===== config.mk =====
export PLATFORM = sky130hd
export DESIGN_NAME = sorted_key_list_top_flat
export DESIGN_NICKNAME = d
export VERILOG_FILES = /design/src/hw/rtl/skl_pkg.sv /design/src/hw/rtl/skl_if.sv /design/src/hw/rtl/skl_cell.sv /design/src/hw/rtl/sorted_key_list_top.sv /design/src/flat_wrapper.sv
export SDC_FILE = /design/constraint.sdc
export NUM_CORES = 2
export LEC_CHECK = 0
export ABC_AREA = 1
export BUFFER_PORTS_ARGS = -buffer_cell sky130_fd_sc_hd__buf_2
export CORE_UTILIZATION = 55
export CTS_BUF_LIST = sky130_fd_sc_hd__clkbuf_16
export CTS_CLUSTER_SIZE = 40
export DETAILED_ROUTE_END_ITERATION = 10
export HOLD_SLACK_MARGIN = 0.06
export PLACE_DENSITY = 0.74
export SYNTH_ARGS = -nofsm -noshare
export SYNTH_HDL_FRONTEND = slang
export SYNTH_SLANG_ARGS = --single-unit

===== constraint.sdc =====
create_clock -name clock -period 3.45 [get_ports clock]
set_input_delay 0.345 -clock clock [delete_from_list [all_inputs] [get_ports clock]]
set_output_delay 0.345 -clock clock [all_outputs]
set_load 0.05 [all_outputs]

===== src/hw/rtl/skl_pkg.sv =====
// Package for the sorted key list: opcodes, status codes and cell control.
`default_nettype none

package skl_pkg;

   typedef enum logic [0:0] {
      OP_INSERT = 1'b0,
      OP_REMOVE = 1'b1
   } op_type;

   typedef enum logic [1:0] {
      ST_INSERTED  = 2'd0,
      ST_REMOVED   = 2'd1,
      ST_NOT_FOUND = 2'd2,
      ST_FULL      = 2'd3
   } status_type;

   localparam int KEY_W    = 32;
   localparam int POS_W    = 4;
   localparam int COUNT_W  = 5;

   // broadcast from the controller to every cell
   typedef struct packed {
      logic capture;    // latch compare flags against the broadcast key
      logic do_insert;  // open a slot at the boundary and shift up
      logic do_remove;  // close the slot at the boundary and shift down
   } cell_ctrl_type;

endpackage

`default_nettype wire


===== src/hw/rtl/skl_if.sv =====
// Valid/ready channel interfaces for requests and responses.
`default_nettype none

interface skl_req_if;
   logic                 valid;
   logic                 ready;
   skl_pkg::op_type      op;
   logic signed [31:0]   key;

   modport source (output valid, output op, output key, input ready);
   modport sink   (input valid, input op, input key, output ready);
endinterface

interface skl_rsp_if;
   logic                 valid;
   logic                 ready;
   skl_pkg::status_type  status;
   logic [3:0]           position;
   logic [4:0]           count;

   modport source (output valid, output status, output position, output count,
                   input ready);
   modport sink   (input valid, input status, input position, input count,
                   output ready);
endinterface

`default_nettype wire


===== src/hw/rtl/skl_cell.sv =====
// One storage cell of the sorted chain: holds a key and its compare flags.
`default_nettype none

module skl_cell (
   input  wire                          clock,
   input  skl_pkg::cell_ctrl_type       ctrl,
   input  wire logic signed [31:0]      bcast_key,
   input  wire logic                    valid,
   input  wire logic signed [31:0]      prev_key,
   input  wire logic                    prev_less,
   input  wire logic signed [31:0]      next_key,
   output logic signed [31:0]           key_out,
   output logic                         less_out,
   output logic                         eq_out
);
   import skl_pkg::*;

   logic signed [KEY_W-1:0] key_ff, key_in;
   logic                    less_ff, less_in;
   logic                    eq_ff, eq_in;

   always_comb begin
      less_in = less_ff;
      eq_in   = eq_ff;
      if (ctrl.capture) begin
         less_in = valid && (key_ff < bcast_key);
         eq_in   = valid && (key_ff == bcast_key);
      end
   end

   always_comb begin
      key_in = key_ff;
      if (ctrl.do_insert) begin
         // cells past the boundary take their lower neighbor's key
         if (!prev_less) begin
            key_in = prev_key;
         end else if (!less_ff) begin
            key_in = bcast_key;
         end
      end else if (ctrl.do_remove) begin
         if (!less_ff) begin
            key_in = next_key;
         end
      end
   end

   always_ff @(posedge clock) begin
      key_ff  <= key_in;
      less_ff <= less_in;
      eq_ff   <= eq_in;
   end

   assign key_out  = key_ff;
   assign less_out = less_ff;
   assign eq_out   = eq_ff;

endmodule

`default_nettype wire


===== src/hw/rtl/sorted_key_list_top.sv =====
// Sorted key list: controller and chain of key cells.
`default_nettype none

// Keeps up to CAPACITY signed keys in ascending order in a chain of cells.
// Each request inserts a key in front of the first stored key that is not
// smaller, or removes the first stored key that equals it; each request
// gives one response with status, position and the count afterwards. A
// request passes through the states idle, in which it is taken, compare, in
// which every cell compares its key with the request key in parallel, and
// apply, in which the boundary cell is found and the chain shifts by one place.
// The apply state waits while an earlier response is still held, and no new
// request is accepted until the block is back in idle.
// Position and count are reported modulo 16 and 32.
module sorted_key_list_top #(
   parameter int CAPACITY = 16
) (
   input  wire         clock,
   input  wire         reset,
   skl_req_if.sink     req_chan,
   skl_rsp_if.source   rsp_chan
);
   import skl_pkg::*;

   localparam int PW = (CAPACITY > 1) ? $clog2(CAPACITY) : 1;
   localparam int CW = $clog2(CAPACITY + 1);

   typedef enum logic [1:0] {
      S_IDLE,
      S_CMP,
      S_APPLY
   } state_type;

   state_type              state_ff, state_in;
   op_type                 op_ff, op_in;
   logic signed [KEY_W-1:0] key_ff, key_in;
   logic [CW-1:0]          count_ff, count_in;
   logic                   rsp_valid_ff, rsp_valid_in;
   status_type             status_ff, status_in;
   logic [POS_W-1:0]       pos_ff, pos_in;
   logic [COUNT_W-1:0]     rsp_count_ff, rsp_count_in;

   cell_ctrl_type          ctrl;
   logic signed [KEY_W-1:0] cell_key [CAPACITY];
   logic [CAPACITY-1:0]    cell_less;
   logic [CAPACITY-1:0]    cell_eq;
   logic [CAPACITY-1:0]    cell_valid;
   logic [CAPACITY-1:0]    boundary;
   logic [PW-1:0]          bound_pos;
   logic                   found;
   logic                   full;
   logic                   accept;
   logic                   apply_fire;
   logic                   ins_go;
   logic                   rem_go;

   assign accept     = req_chan.valid && (state_ff == S_IDLE);
   assign apply_fire = (state_ff == S_APPLY) && (!rsp_valid_ff || rsp_chan.ready);
   assign full       = (count_ff >= CW'(CAPACITY));

   // boundary is the first cell whose key is not below the request key
   always_comb begin
      boundary  = '0;
      bound_pos = '0;
      found     = 1'b0;
      for (int i = 0; i < CAPACITY; i++) begin
         cell_valid[i] = (CW'(i) < count_ff);
         boundary[i]   = !cell_less[i] && ((i == 0) || cell_less[(i == 0) ? 0 : i - 1]);
         if (boundary[i]) begin
            bound_pos = bound_pos | PW'(i);
         end
         if (boundary[i] && cell_eq[i]) begin
            found = 1'b1;
         end
      end
   end

   assign ins_go = apply_fire && (op_ff == OP_INSERT) && !full;
   assign rem_go = apply_fire && (op_ff == OP_REMOVE) && found;

   assign ctrl.capture   = (state_ff == S_CMP);
   assign ctrl.do_insert = ins_go;
   assign ctrl.do_remove = rem_go;

   for (genvar g = 0; g < CAPACITY; g++) begin : g_cell
      skl_cell u_cell (
         .clock     (clock),
         .ctrl      (ctrl),
         .bcast_key (key_ff),
         .valid     (cell_valid[g]),
         .prev_key  (cell_key[(g == 0) ? 0 : g - 1]),
         .prev_less ((g == 0) ? 1'b1 : cell_less[(g == 0) ? 0 : g - 1]),
         .next_key  (cell_key[(g == CAPACITY - 1) ? g : g + 1]),
         .key_out   (cell_key[g]),
         .less_out  (cell_less[g]),
         .eq_out    (cell_eq[g])
      );
   end

   always_comb begin
      state_in     = state_ff;
      op_in        = op_ff;
      key_in       = key_ff;
      count_in     = count_ff;
      status_in    = status_ff;
      pos_in       = pos_ff;
      rsp_count_in = rsp_count_ff;
      rsp_valid_in = rsp_valid_ff && !rsp_chan.ready;
      case (state_ff)
         S_IDLE: begin
            if (accept) begin
               op_in    = req_chan.op;
               key_in   = req_chan.key;
               state_in = S_CMP;
            end
         end
         S_CMP: begin
            state_in = S_APPLY;
         end
         S_APPLY: begin
            if (apply_fire) begin
               rsp_valid_in = 1'b1;
               state_in     = S_IDLE;
               pos_in       = '0;
               if (op_ff == OP_INSERT) begin
                  if (full) begin
                     status_in = ST_FULL;
                  end else begin
                     status_in = ST_INSERTED;
                     pos_in    = POS_W'(bound_pos);
                     count_in  = count_ff + CW'(1);
                  end
               end else begin
                  if (found) begin
                     status_in = ST_REMOVED;
                     pos_in    = POS_W'(bound_pos);
                     count_in  = count_ff - CW'(1);
                  end else begin
                     status_in = ST_NOT_FOUND;
                  end
               end
               rsp_count_in = COUNT_W'(count_in);
            end
         end
         default: begin
            state_in = S_IDLE;
         end
      endcase
   end

   always_ff @(posedge clock) begin
      if (reset) begin
         state_ff     <= S_IDLE;
         count_ff     <= '0;
         rsp_valid_ff <= 1'b0;
      end else begin
         state_ff     <= state_in;
         count_ff     <= count_in;
         rsp_valid_ff <= rsp_valid_in;
      end
      op_ff        <= op_in;
      key_ff       <= key_in;
      status_ff    <= status_in;
      pos_ff       <= pos_in;
      rsp_count_ff <= rsp_count_in;
   end

   assign req_chan.ready    = (state_ff == S_IDLE);
   assign rsp_chan.valid    = rsp_valid_ff;
   assign rsp_chan.status   = status_ff;
   assign rsp_chan.position = pos_ff;
   assign rsp_chan.count    = rsp_count_ff;

endmodule

`default_nettype wire


===== src/flat_wrapper.sv =====
// flat-port wrapper written by rule: the top's interface ports become plain ports
module sorted_key_list_top_flat import skl_pkg::*;
#(
   parameter int CAPACITY = 16
)
  (clock, reset, req_chan_valid, req_chan_op, req_chan_key, req_chan_ready, rsp_chan_valid, rsp_chan_status, rsp_chan_position, rsp_chan_count, rsp_chan_ready);
  skl_req_if req_chan_i ();
  skl_rsp_if rsp_chan_i ();
  input  wire clock;
  input  wire reset;
  input wire logic [$bits(req_chan_i.valid)-1:0] req_chan_valid;
  input wire logic [$bits(req_chan_i.op)-1:0] req_chan_op;
  input wire logic [$bits(req_chan_i.key)-1:0] req_chan_key;
  output wire logic [$bits(req_chan_i.ready)-1:0] req_chan_ready;
  output wire logic [$bits(rsp_chan_i.valid)-1:0] rsp_chan_valid;
  output wire logic [$bits(rsp_chan_i.status)-1:0] rsp_chan_status;
  output wire logic [$bits(rsp_chan_i.position)-1:0] rsp_chan_position;
  output wire logic [$bits(rsp_chan_i.count)-1:0] rsp_chan_count;
  input wire logic [$bits(rsp_chan_i.ready)-1:0] rsp_chan_ready;
  assign req_chan_i.valid = req_chan_valid;
  assign req_chan_i.op = req_chan_op;
  assign req_chan_i.key = req_chan_key;
  assign req_chan_ready = req_chan_i.ready;
  assign rsp_chan_valid = rsp_chan_i.valid;
  assign rsp_chan_status = rsp_chan_i.status;
  assign rsp_chan_position = rsp_chan_i.position;
  assign rsp_chan_count = rsp_chan_i.count;
  assign rsp_chan_i.ready = rsp_chan_ready;
  sorted_key_list_top #(.CAPACITY(CAPACITY)) u_core (.clock(clock), .reset(reset), .req_chan(req_chan_i), .rsp_chan(rsp_chan_i));
endmodule

==> out/results.tsv <==
metric	value	unit
grt_usage	30.4	%
core-area	73500	µm²
die_height	275	µm
tightest_pin_transition	1.05	ns
slew_headroom	29.9	%
cts.reportedPaths.clkPinSlew	0.06	ns
final_min_period_over_clock_period	94.8	%
worst-endpoint-arrival	3.64	ns
final_layout_size_suffix_gt1_share	8.75	%
timing.hold.worst.class	input port to flip-flop	
synth_fa_ha_area_share	15.7	%
crit_path_start	u_core.key_ff[22]	
power.leakage	19.4	nW
criticalPathCategory	flip-flop to flip-flop	
timing.fmax	306	MHz
multiInputGateArea	21200	µm²
synth_edf_count	588	
end_kind	flip-flop	
worst-r2r-setup-slack	0.18	ns
timing.reg2reg.worst_path_depth	7	
grt_overflow	0	
totalNegativeSetupSlack	0	ns
tritoncts	built	
drv_cap	0	
detail_route.first_pass.iterations	8	
numPortBuffers	49	
ys.flop_type	edfxtp_1	
postSynthRegisterBits	596	
synth_area_per_cell	9.33	µm²
dominant_combinational_cell_family_by_area_after_synthesis	compound AO/OA/AOI/OAI gates	
detail_route.wirelength	116000	µm
mostFrequentLayoutCell	nand2_1	
crit_required	3.82	ns
detailroute.via_count	33900	
final-seq-area	17800	µm²
viasPerCell	6.24	
grt_start_max_net_pins	187	
detail_route.drc_violations	0	
synth_simple_gate_area_share	13.8	%
die-area	75800	µm²
finalSetupViolCount	0	
run_status	finished, final reports clean	
dp.final_hpwl	84400	µm
synth_warnings	0	
number_of_global_route_vias_before_repair	32800	
fin_nets	4969	
global_route_wire_length_before_repair	181000	µm
clock_sink_count	596	
cts_htree_levels	3	
utilization	61.2	%
initial_core_util	56.0	%
setup_repair_after_global_routing_missed_its_margin	false	
path_max_fanout	17	
layoutNonFillerInstCount	5428	
post-layout-total-power	17.5	mW
muxShareOfSynthArea	0	%
drv_slew	0	
place.gp.congestion	0.969	
drtIter0Drc	3441	
synthesized_netlist_cell_count	4404	
fillCellCount	6049	
clk-insertion-delay-late	0.63	ns
cts_max_path_buffers	3	
tritoncts.num_buffers	70	
sequential_element_share_of_the_synthesized_area	43.3	%
timing.critical_path.to	u_core.g_cell[0].u_cell.less_out	
p_per_area	388	nW/µm²
number_of_unique_standard_cell_types_used_by_synthesis	35	
areaGrowthSynthToFinish	9.41	%
ir_worst_vdd	0.356	mV
layout_common_cells	nand2_1 (1079), a21oi_1 (709), edfxtp_1 (588)	
synth_compound_gate_area_share	21.7	%
final.setup_skew	0.0170	ns
detail-route-antenna-nets	0	
die_width	275	µm
syn_nets	4957	
wire_per_inst	21.3	µm
clockRootBuffer	clkbuf_16	
critical_path.startpoint_type	flip-flop	
synth_xor_xnor_area_share	0.0852	%
asyncSetResetFlopFracSynth	0	%
placed_cells_incl_taps	5267	
final.min_clock_period	3.27	ns
syn_area	41100	µm²
design.portCount	50	
antenna_violations_before_repair	1	
rows	99	
critical_path.reg2reg.endpoint	u_core.g_cell[0].u_cell.less_out	
rr_startpoint	u_core.key_ff[22]	
beginning_of_the_worst_hold_path	req_chan_valid	
final-hold-violation-count	0	
[cell type report]
cell class,instances,area share [%]
diodes,2,0.0111
flip-flops and latches,596,39.6
clock inverters,50,0.534
well taps,959,2.67
inverters,238,2.00
clock buffers,73,4.06
repair buffers,222,3.88
multi-input cells,3288,47.2
[worst max-delay path: stages (launching register included)]
cell and delay (ns):
edfxtp_1 0.77, inv_1 0.61, ha_1 0.50, nand2_1 0.09
nor4_1 0.61, nand2_1 0.18, a21oi_1 0.19, nor2_1 0.06
[power breakdown]
group / switching, mW / leakage, nW / internal [mW]
logic: 1.52 / 12.8 / 0.774
registers: 0.120 / 5.42 / 8.09
clock network: 3.08 / 1.10 / 3.87
total: 4.72 / 19.4 / 12.7
[cells in the mapped netlist, types with 22 or more instances]
library cell | instances | area share, %
ha_1 | 516 | 16
a2bb2oi_2 | 80 | 2.9
inv_1 | 221 | 2.0
nand3_1 | 70 | 0.85
o21a_1 | 25 | 0.46
nand4_1 | 30 | 0.46
a21oi_1 | 711 | 8.7
a22oi_1 | 45 | 0.82
o21ai_0 | 122 | 1.5
a2bb2oi_1 | 323 | 6.9
nor4_1 | 22 | 0.33
nor2_1 | 191 | 1.7
buf_2 | 105 | 1.3
edfxtp_1 | 588 | 43
nand2_1 | 1079 | 9.9
clkbuf_1 | 146 | 1.3
[timing repair]
| item | 4_1_cts | 5_1_grt |
|---|---|---|
| hold endpoints to repair | 36 | 0 |
| setup endpoints to repair | 0 | 1 |
| gates resized for setup | 0 | 1 |
| hold buffers | 36 | 0 |
| setup buffers | 0 | 0 |
[per-layer routing]
metal	global-route usage [%]	up-vias	share of wire, %
met5	0	-	0
met4	11.6	0	3.5
met3	5.01	194	8.4
met2	48.1	1526	45
met1	41.7	16100	43
li1	-	16000	-
[worst min path at each step]
stage / end / slack, ns / depth (start not counted)
3_5_place_dp: u_core.state_ff[1] / 0.50 / 2
6_report: u_core.state_ff[0] / 0.26 / 3
5_1_grt: u_core.state_ff[0] / 0.27 / 3
2_1_floorplan: u_core.rsp_chan.valid / 0.41 / 1
3_3_place_gp: u_core.state_ff[1] / 0.49 / 2
4_1_cts: u_core.state_ff[0] / 0.23 / 3
[registers in the layout (all words and copies together) (netlist names)]
name,count
u_core.count_ff,5
u_core.rsp_chan.status,2
u_core.op_ff,1
u_core.rsp_chan.count,5
u_core.g_cell.u_cell.less_out,16
u_core.rsp_chan.position,4
u_core.g_cell.u_cell.key_out,512
u_core.g_cell.u_cell.eq_out,16
u_core.state_ff,2
u_core.key_ff,32
u_core.rsp_chan.valid,1
[metrics by stage]
stage / cell area (µm²) / hold WS [ns] / worst slack [ns]
2_1_floorplan: 41100 / 0.414 / 0.149
3_3_place_gp: 42500 / 0.488 / 0.248
3_5_place_dp: 42500 / 0.505 / 0.110
4_1_cts: 45000 / 0.226 / 0.0850
5_1_grt: 45000 / 0.266 / 0.108
6_report: 45000 / 0.257 / 0.180
[logic make-up after synthesis]
| logic type | count (synthesis) |
|---|---|
| buffers and inverters | 520 |
| AND/OR/NAND/NOR | 1429 |
| flip-flops | 596 |
| XOR/XNOR | 4 |
| adder cells (fa/ha/maj) | 516 |
| AO/OA/AOI/OAI | 1339 |
Note: power is estimated with default switching activity, not from simulation.
